`src/hdl/wpc_pkg.sv`:
```
// Shared types and constants for the window pattern counter.
// Depends on nothing; imported by every module of the block.
package wpc_pkg;

    localparam int DATA_W      = 32;
    localparam int CNT_W       = 32;
    localparam int RANK_W      = 2;
    localparam int POS_W       = 3;
    localparam int OUT_FIELD_W = DATA_W + CNT_W + RANK_W + POS_W;
    localparam int OUT_TDATA_W = ((OUT_FIELD_W + 7) / 8) * 8;
    localparam int OUT_PAD_W   = OUT_TDATA_W - OUT_FIELD_W;

    typedef struct packed {
        logic shift;
        logic clear;
    } t_win_ctl;

endpackage

```
`src/hdl/wpc_table_ram.sv`:
```
// Table memory: one stored window row plus its count per entry.
// Synchronous write, registered read: data appears in the cycle after i_rd_en. Uses wpc_pkg.
module wpc_table_ram
    import wpc_pkg::*;
#(
    parameter  int DEPTH = 3,
    parameter  int WIDTH = 224,
    localparam int AW    = (DEPTH > 1) ? $clog2(DEPTH) : 1
) (
    input  logic                   i_clk,
    input  logic                   i_wr_en,
    input  logic [AW-1:0]          i_wr_addr,
    input  logic [WIDTH-1:0]       i_wr_data,
    input  logic                   i_rd_en,
    input  logic [AW-1:0]          i_rd_addr,
    output logic [WIDTH-1:0]       o_rd_data
);

    logic [WIDTH-1:0] r_mem [DEPTH];
    logic [WIDTH-1:0] r_rd_q;

    always_ff @(posedge i_clk) begin
        if (i_wr_en) begin
            r_mem[i_wr_addr] <= i_wr_data;
        end
        if (i_rd_en) begin
            r_rd_q <= r_mem[i_rd_addr];
        end
    end

    assign o_rd_data = r_rd_q;

endmodule

```
`src/hdl/wpc_window.sv`:
```
// Sliding window of samples with its fill counter and the row comparator.
// Uses wpc_pkg for the sample width and the control struct.
module wpc_window
    import wpc_pkg::*;
#(
    parameter int WINDOW_LEN = 6
) (
    input  logic                         i_clk,
    input  logic                         i_rst_n,
    input  t_win_ctl                     i_ctl,
    input  logic [DATA_W-1:0]            i_sample,
    input  logic [WINDOW_LEN*DATA_W-1:0] i_row,
    output logic [WINDOW_LEN*DATA_W-1:0] o_window,
    output logic                         o_lookup,
    output logic                         o_match
);

    localparam int FW = $clog2(WINDOW_LEN + 1);

    logic [DATA_W-1:0] r_win [WINDOW_LEN];
    logic [FW-1:0]     r_fill;
    logic [FW-1:0]     n_fill;

    always_comb begin
        n_fill = r_fill;
        if (i_ctl.clear) begin
            n_fill = '0;
        end else if (i_ctl.shift && (r_fill != FW'(WINDOW_LEN))) begin
            n_fill = r_fill + FW'(1);
        end
    end

    always_ff @(posedge i_clk) begin
        if (!i_rst_n) begin
            r_fill <= '0;
        end else begin
            r_fill <= n_fill;
        end
    end

    always_ff @(posedge i_clk) begin
        if (i_ctl.shift) begin
            for (int k = 0; k < WINDOW_LEN - 1; k++) begin
                r_win[k] <= r_win[k + 1];
            end
            r_win[WINDOW_LEN - 1] <= i_sample;
        end
    end

    // window is full after this beat's shift
    assign o_lookup = (r_fill >= FW'(WINDOW_LEN - 1));

    always_comb begin
        o_match = 1'b1;
        for (int k = 0; k < WINDOW_LEN; k++) begin
            o_window[k*DATA_W +: DATA_W] = r_win[k];
            if (i_row[k*DATA_W +: DATA_W] != r_win[k]) begin
                o_match = 1'b0;
            end
        end
    end

endmodule

```
`src/hdl/window_pattern_counter.sv`:
```
// Counts how often each window of WINDOW_LEN samples occurs, in a table of
// TABLE_ENTRIES rows held in one single-port-read memory; the oldest row is
// replaced when the table is full. Once the window is full, the table memory is
// read (S_RD) and compared (S_CMP) one row at a time through its one read port;
// a matching row is written back with its count incremented, else the window
// is written to a new row. A beat with tlast then dumps every row, oldest
// first, one element per output beat, reading each row (S_DRD) before giving
// its elements (S_DOUT), and clears the table. The memory is not cleared
// after reset; a fill count marks the rows in use.
// Uses wpc_pkg, wpc_window and wpc_table_ram.
module window_pattern_counter
    import wpc_pkg::*;
#(
    parameter int WINDOW_LEN    = 6,
    parameter int TABLE_ENTRIES = 3
) (
    input  logic                   i_clk,
    input  logic                   i_rst_n,
    input  logic                   i_s_tvalid,
    output logic                   o_s_tready,
    input  logic [DATA_W-1:0]      i_s_tdata,   // sample
    input  logic                   i_s_tlast,   // end_of_stream
    output logic                   o_m_tvalid,
    input  logic                   i_m_tready,
    // element_value, occurrences, entry_rank, element_position, zero pad
    output logic [OUT_TDATA_W-1:0] o_m_tdata,
    output logic                   o_m_tlast    // last
);

    localparam int ROW_W = WINDOW_LEN * DATA_W;
    localparam int MEM_W = ROW_W + CNT_W;
    localparam int EW    = (TABLE_ENTRIES > 1) ? $clog2(TABLE_ENTRIES) : 1;
    localparam int UW    = $clog2(TABLE_ENTRIES + 1);
    localparam int RW    = (UW > RANK_W) ? UW : RANK_W;
    localparam int KW    = (WINDOW_LEN > 1) ? $clog2(WINDOW_LEN) : 1;
    localparam int PW    = (KW > POS_W) ? KW : POS_W;

    typedef enum logic [6:0] {
        S_IDLE = 7'b0000001,
        S_RD   = 7'b0000010,
        S_CMP  = 7'b0000100,
        S_INS  = 7'b0001000,
        S_FIN  = 7'b0010000,
        S_DRD  = 7'b0100000,
        S_DOUT = 7'b1000000
    } t_state;

    t_state r_state, n_state;
    logic [EW-1:0] r_ent, n_ent;
    logic [EW-1:0] r_slot, n_slot;
    logic [UW-1:0] r_used, n_used;
    logic          r_eos, n_eos;
    logic [RW-1:0] r_rank, n_rank;
    logic [PW-1:0] r_elem, n_elem;

    logic                r_out_valid, n_out_valid;
    logic [DATA_W-1:0]   r_out_value, n_out_value;
    logic [CNT_W-1:0]    r_out_count, n_out_count;
    logic [RANK_W-1:0]   r_out_rank, n_out_rank;
    logic [POS_W-1:0]    r_out_pos, n_out_pos;
    logic                r_out_last, n_out_last;

    t_win_ctl          win_ctl;
    logic [ROW_W-1:0]  win_row;
    logic              win_lookup;
    logic              win_match;

    logic              rd_en, wr_en;
    logic [EW-1:0]     rd_addr, wr_addr;
    logic [MEM_W-1:0]  wr_data, rd_data;
    logic [ROW_W-1:0]  rd_row;
    logic [CNT_W-1:0]  rd_count, count_inc;
    logic [EW-1:0]     ent_inc, slot_inc;
    logic              s_accept, out_free, elem_last, rank_last, more_ents;

    wpc_window #(
        .WINDOW_LEN (WINDOW_LEN)
    ) u_window (
        .i_clk    (i_clk),
        .i_rst_n  (i_rst_n),
        .i_ctl    (win_ctl),
        .i_sample (i_s_tdata),
        .i_row    (rd_row),
        .o_window (win_row),
        .o_lookup (win_lookup),
        .o_match  (win_match)
    );

    wpc_table_ram #(
        .DEPTH (TABLE_ENTRIES),
        .WIDTH (MEM_W)
    ) u_table (
        .i_clk     (i_clk),
        .i_wr_en   (wr_en),
        .i_wr_addr (wr_addr),
        .i_wr_data (wr_data),
        .i_rd_en   (rd_en),
        .i_rd_addr (rd_addr),
        .o_rd_data (rd_data)
    );

    assign o_s_tready = (r_state == S_IDLE);
    assign s_accept   = i_s_tvalid && o_s_tready;
    assign out_free   = !r_out_valid || i_m_tready;

    assign rd_row    = rd_data[ROW_W-1:0];
    assign rd_count  = rd_data[MEM_W-1 -: CNT_W];
    assign count_inc = (rd_count == '1) ? rd_count : rd_count + CNT_W'(1);

    assign ent_inc   = (r_ent == EW'(TABLE_ENTRIES - 1)) ? '0 : r_ent + EW'(1);
    assign slot_inc  = (r_slot == EW'(TABLE_ENTRIES - 1)) ? '0 : r_slot + EW'(1);
    assign more_ents = (UW'(r_ent) + UW'(1)) < r_used;
    assign elem_last = (r_elem == PW'(WINDOW_LEN - 1));
    assign rank_last = (r_rank == RW'(r_used) - RW'(1));

    always_comb begin
        n_state     = r_state;
        n_ent       = r_ent;
        n_slot      = r_slot;
        n_used      = r_used;
        n_eos       = r_eos;
        n_rank      = r_rank;
        n_elem      = r_elem;
        n_out_valid = r_out_valid && !i_m_tready;
        n_out_value = r_out_value;
        n_out_count = r_out_count;
        n_out_rank  = r_out_rank;
        n_out_pos   = r_out_pos;
        n_out_last  = r_out_last;
        win_ctl     = '0;
        rd_en       = 1'b0;
        rd_addr     = r_ent;
        wr_en       = 1'b0;
        wr_addr     = r_ent;
        wr_data     = {count_inc, rd_row};

        unique case (r_state)
            S_IDLE: begin
                if (s_accept) begin
                    win_ctl.shift = 1'b1;
                    n_eos         = i_s_tlast;
                    n_ent         = '0;
                    if (!win_lookup) begin
                        n_state = S_FIN;
                    end else if (r_used == '0) begin
                        n_state = S_INS;
                    end else begin
                        n_state = S_RD;
                    end
                end
            end
            S_RD: begin
                rd_en   = 1'b1;
                n_state = S_CMP;
            end
            S_CMP: begin
                if (win_match) begin
                    wr_en   = 1'b1;
                    n_state = S_FIN;
                end else if (more_ents) begin
                    n_ent   = ent_inc;
                    n_state = S_RD;
                end else begin
                    n_state = S_INS;
                end
            end
            S_INS: begin
                wr_en   = 1'b1;
                wr_addr = r_slot;
                wr_data = {CNT_W'(1), win_row};
                n_slot  = slot_inc;
                if (r_used != UW'(TABLE_ENTRIES)) begin
                    n_used = r_used + UW'(1);
                end
                n_state = S_FIN;
            end
            S_FIN: begin
                if (!r_eos) begin
                    n_state = S_IDLE;
                end else if (r_used == '0) begin
                    win_ctl.clear = 1'b1;
                    n_state       = S_IDLE;
                end else begin
                    n_rank  = '0;
                    n_ent   = (r_used == UW'(TABLE_ENTRIES)) ? r_slot : '0;
                    n_state = S_DRD;
                end
            end
            S_DRD: begin
                rd_en   = 1'b1;
                n_elem  = '0;
                n_state = S_DOUT;
            end
            S_DOUT: begin
                if (out_free) begin
                    n_out_valid = 1'b1;
                    n_out_value = rd_row[r_elem[KW-1:0]*DATA_W +: DATA_W];
                    n_out_count = rd_count;
                    n_out_rank  = r_rank[RANK_W-1:0];
                    n_out_pos   = r_elem[POS_W-1:0];
                    n_out_last  = elem_last && rank_last;
                    if (!elem_last) begin
                        n_elem = r_elem + PW'(1);
                    end else if (rank_last) begin
                        win_ctl.clear = 1'b1;
                        n_used        = '0;
                        n_slot        = '0;
                        n_state       = S_IDLE;
                    end else begin
                        n_rank  = r_rank + RW'(1);
                        n_ent   = ent_inc;
                        n_state = S_DRD;
                    end
                end
            end
            default: begin
                n_state = S_IDLE;
            end
        endcase
    end

    always_ff @(posedge i_clk) begin
        if (!i_rst_n) begin
            r_state     <= S_IDLE;
            r_used      <= '0;
            r_slot      <= '0;
            r_out_valid <= 1'b0;
        end else begin
            r_state     <= n_state;
            r_used      <= n_used;
            r_slot      <= n_slot;
            r_out_valid <= n_out_valid;
        end
    end

    always_ff @(posedge i_clk) begin
        r_ent       <= n_ent;
        r_eos       <= n_eos;
        r_rank      <= n_rank;
        r_elem      <= n_elem;
        r_out_value <= n_out_value;
        r_out_count <= n_out_count;
        r_out_rank  <= n_out_rank;
        r_out_pos   <= n_out_pos;
        r_out_last  <= n_out_last;
    end

    assign o_m_tvalid = r_out_valid;
    assign o_m_tlast  = r_out_last;
    assign o_m_tdata  = {{OUT_PAD_W{1'b0}}, r_out_pos, r_out_rank, r_out_count, r_out_value};

    a_used_in_range: assert property (@(posedge i_clk) disable iff (!i_rst_n)
        r_used <= UW'(TABLE_ENTRIES))
        else $error("table fill count beyond table depth");

    a_no_rw_overlap: assert property (@(posedge i_clk) disable iff (!i_rst_n)
        !(rd_en && wr_en))
        else $error("table read and write in one cycle");

    a_dump_clears: assert property (@(posedge i_clk) disable iff (!i_rst_n)
        (r_state == S_DOUT && out_free && elem_last && rank_last)
        |=> (r_state == S_IDLE && r_used == '0 && r_slot == '0))
        else $error("table not cleared after final dump beat");

endmodule
```
`config.mk`:
```
export PLATFORM = sky130hd
export DESIGN_NAME = window_pattern_counter
export DESIGN_NICKNAME = d
export VERILOG_FILES = /design/src/hdl/wpc_pkg.sv /design/src/hdl/wpc_table_ram.sv /design/src/hdl/wpc_window.sv /design/src/hdl/window_pattern_counter.sv
export SDC_FILE = /design/constraint.sdc
export NUM_CORES = 1
export LEC_CHECK = 0
export ABC_AREA = 1
export BUFFER_PORTS_ARGS = -buffer_cell sky130_fd_sc_hd__buf_4
export CORE_MARGIN = 2
export CORE_UTILIZATION = 56
export DETAILED_ROUTE_END_ITERATION = 12
export GPL_TIMING_DRIVEN = 0
export HOLD_SLACK_MARGIN = 0.06
export PLACE_DENSITY_LB_ADDON = 0.2
export SLEW_MARGIN = 20
export SYNTH_ARGS = -nofsm -noshare
export SYNTH_HDL_FRONTEND = slang
export SYNTH_SLANG_ARGS = --single-unit
```
`constraint.sdc`:
```
create_clock -name i_clk -period 10.65 [get_ports i_clk]
set_clock_uncertainty 0.2 [all_clocks]
set_input_delay 1.5975 -clock i_clk [delete_from_list [all_inputs] [get_ports i_clk]]
set_output_delay 1.5975 -clock i_clk [all_outputs]
set_load 0.05 [all_outputs]
```
==> metrics.md <==
| Metric | Value |
|---|---|
| Core area | `between 80000 and 90000 um^2` |
| YS warnings | `0` |
| Asr flop ratio synth | `0` |
| Average size of a mapped cell | `11.6 um^2` |
| Placed cell area | `52000 um^2` |
| Io pins | `roughly 110` |
| # nets final | `4500` |
| Initial antenna violation count | `2` |
| WS Path Type | `flop to flop` |
| Synth area leader | `edfxtp_1` |
| Hold WS | `about 0.28 ns` |
| FF+latch count, synth | `1181` |
| Final ANT Viol Nets | `0` |
| Sink Count | `~1200` |
| Tightest Pin Transition | `approximately 1.2 ns` |
| Element type at the critical path end | `flop` |
| H-tree depth | `3` |
| Clk slew on worst S/H paths | `roughly 0.06 ns` |
| Post-CTS Resized | `0` |
| Top post-synthesis cells by area | `edfxtp_1, nand2_1, a21oi_1` |
| Slew HR | `0.229` |
| Min-Delay Path Class | `flop to flop` |
| Die ar. | `~90000 um^2` |
| Count leader, synth | `edfxtp_1` |
| Vias per cell | `about 5.7` |
| Vias post-DR | `~33000` |
| Share of cells above drive strength 1 | `0.0837` |
| Sw Ratio | `0.243` |
| Net Switching | `2.54 mW` |
| Status | `completed` |
| Yosys top cell area share | `0.723` |
| Critical Path RT | `~11 ns` |
| Crit path launch type | `flop` |
| Layout fillers | `around 6400` |
| Util after Layout | `0.654` |
| Register area share after synthesis | `0.729` |
| Total power | `between 10 and 15 mW` |
| Routed WL per cell | `around 23 um` |
| Final WL | `approximately 130000 um` |
| Sequential Power Share | `0.514` |
| Final Max Slew Viols | `0` |
| Die width | `298 um` |
| Netlist cell types | `39` |
| Grt ovf | `0` |
| Vias in the first global route | `just over 30000` |
| Clk Latency, worst-skew pair | `a little over 0.7 ns` |
| First drt pass iteration count | `6` |
| Die H | `~300 um` |
| Initial core utilization | `0.567` |
| P per Cell Area | `~190 nW/um^2` |
| TritonCTS Buffers | `between 100 and 150` |
| P_int | `between 7 and 8 mW` |
| Area grow syn2layout | `15.3%` |
| Fmax | `~0.22 GHz` |
| IR drop worst, VDD | `roughly 0.18 mV` |
| Gp weighted congestion | `approximately 0.90` |
| Syn Inst Count | `4170` |
| Logic gate share of total power | `0.090` |
| Starting DRT DRC Count | `~4500` |
| Cts hold-fix bufs | `0` |
| Max cap viols | `0` |
| Largest net degree at the start of global routing | `44` |
| Detail Placement HPWL | `91000 um` |
| Part of the power in the clock network | `0.396` |
| RSZ-0062 raised after global routing | `no` |
| All-Layer GR Usage | `0.291` |
| Post-route cell area | `55900 um^2` |
| Clock buffer depth | `3` |
| Worst Path Max Fanout | `19` |
| DRC | `0` |
| Post-synth EDFFs | `~1200` |
| # setup viols final | `0` |
| Port bufs | `between 100 and 150` |
| DP Cell Count | `about 5500` |
| Post-route clock period utilization | `0.427` |
| CTS tree | `yes` |
| Final Hold Vio Count | `0` |
| Root buf cell | `clkbuf_16` |
| First-pass GRT wire length | `192000 um` |
| Synthesized cell area | `just under 50000 um^2` |
| Final min period | `~4.6 ns` |
| Commonest cells post-synth | `edfxtp_1, nand2_1, a21oi_1, nor2_1, inv_1` |
| Number of setup buffers added after CTS | `0` |
| # rows | `roughly 110` |
| Post-synth top flop | `edfxtp_1` |
| Post-Layout Cell Count | `5700` |
| Cell leakage power | `just over 20 nW` |
| WP data arrival | `between 4 and 5 ns` |
==> worst max-delay path, stage by stage (launching register included) <==
cell      delay, ns
edfxtp_1       0.57
inv_1          0.10
nand2_1        0.07
nand2_1        0.05
nor2_1         0.09
nand2_1        0.11
nor2_1         0.23
nand2_1        0.08
nor2_1         0.31
nand2_1        0.13
nor2_1         0.32
nand3_1        0.22
nand2_1        0.13
nand2_1        0.16
nor2_4         0.58
buf_12         0.28
buf_16         0.20
buf_16         0.18
buf_16         0.18
==> cells by family (layout without fill, tap and decap cells) <==
family / Yosys count / after routing / share of synthesized area
DFF: 1181 / 1181 / 0.729
AOI/OAI and AO/OA: 795 / 795 / 0.0826
and+or+nand+nor: 1602 / 1602 / 0.128
buffers and inverters: 464 / 844 / 0.0365
xor gates and xnor gates: 116 / 116 / 0.0210
adders and majority gates: 11 / 11 / 0.00284
other: 1 / 7 / 0.0000774
==> state kept, by name, indices dropped and copies added, names as in the netlist, 3 cells and up <==
| register | count |
|---|---|
| r_elem | 3 |
| r_out_count | 32 |
| r_out_pos | 3 |
| r_out_value | 32 |
| r_state | 7 |
| u_table.o_rd_data | 224 |
| u_table.r_mem | 672 |
| u_window.r_fill | 3 |
| u_window.r_win | 192 |
==> cells in the final DEF, fill, tap and decap left out, types with 24 or more instances in the layout <==
cell type	synthesis	layout
clkinv_1	2	24
o21ai_1	51	51
inv_1	265	265
nand3_1	32	32
buf_12	0	26
buf_1	42	42
buf_4	3	111
nand2_1	1078	1077
edfxtp_1	1166	1166
nor2_1	436	432
xnor2_1	69	69
buf_16	0	25
clkinv_2	0	25
a21oi_1	506	506
xor2_1	47	47
clkbuf_1	124	151
clkbuf_16	0	121
o21ai_0	229	229
==> per-layer routing <==
layer / wire length (um) / global-route usage / vias up / part of all wire
met5: 0 / 0 / - / 0
met2: 60200 / 0.455 / 1768 / 0.46
li1: - / - / 14903 / -
met3: 12200 / 0.0476 / 263 / 0.094
met4: 6130 / 0.124 / 0 / 0.047
met1: 51800 / 0.409 / 15673 / 0.40
==> layout make-up <==
class / count / area, um^2 / area share
flip-flops and latches: 1181 / 35300 / 0.632
multi-input cells: 2527 / 11400 / 0.205
clock buffers: 151 / 3170 / 0.0568
repair buffers: 160 / 2030 / 0.0364
well taps: 1144 / 1430 / 0.0256
inverters: 281 / 1050 / 0.0189
plain buffers: 183 / 716 / 0.0128
clock inverters: 69 / 699 / 0.0125
diodes: 4 / 10.0 / 0.000179
==> power by group through the flow <==
stage               clock network, mW  registers, mW  logic (mW)
floorplan                           0           5.42       0.611
global placement                    0           5.49       0.869
detailed placement                  0           5.47       0.933
CTS                              4.18           5.37       0.938
global route                     4.35           5.38        1.04
finish                           4.15           5.38       0.942
==> path summary, 6_finish.rpt <==
| kind | start | endpoint | slack (ns) | cells after the start |
|---|---|---|---|---|
| setup / recovery | u_window.r_win[5][22]$_DFFE_PP_ | u_table.r_mem[0][167]$_DFFE_PP_ | 6.10 | 18 |
| hold / removal | u_window.r_win[3][17]$_DFFE_PP_ | u_window.r_win[2][17]$_DFFE_PP_ | 0.28 | 0 |
| setup reg to reg | u_window.r_win[5][22]$_DFFE_PP_ | u_table.r_mem[0][167]$_DFFE_PP_ | 6.10 | 18 |
| hold reg to reg | u_window.r_win[3][17]$_DFFE_PP_ | u_window.r_win[2][17]$_DFFE_PP_ | 0.28 | 0 |
==> stage by stage <==
| step | setup TNS [ns] | worst slack, ns |
|---|---|---|
| after floorplan | -436.63 | -0.975 |
| after global placement | -4827.86 | -9.55 |
| after detailed placement | 0 | 6.15 |
| after CTS | 0 | 6.10 |
| after global routing | 0 | 5.87 |
| final | 0 | 6.10 |
Power figures use the tool's default switching activity.
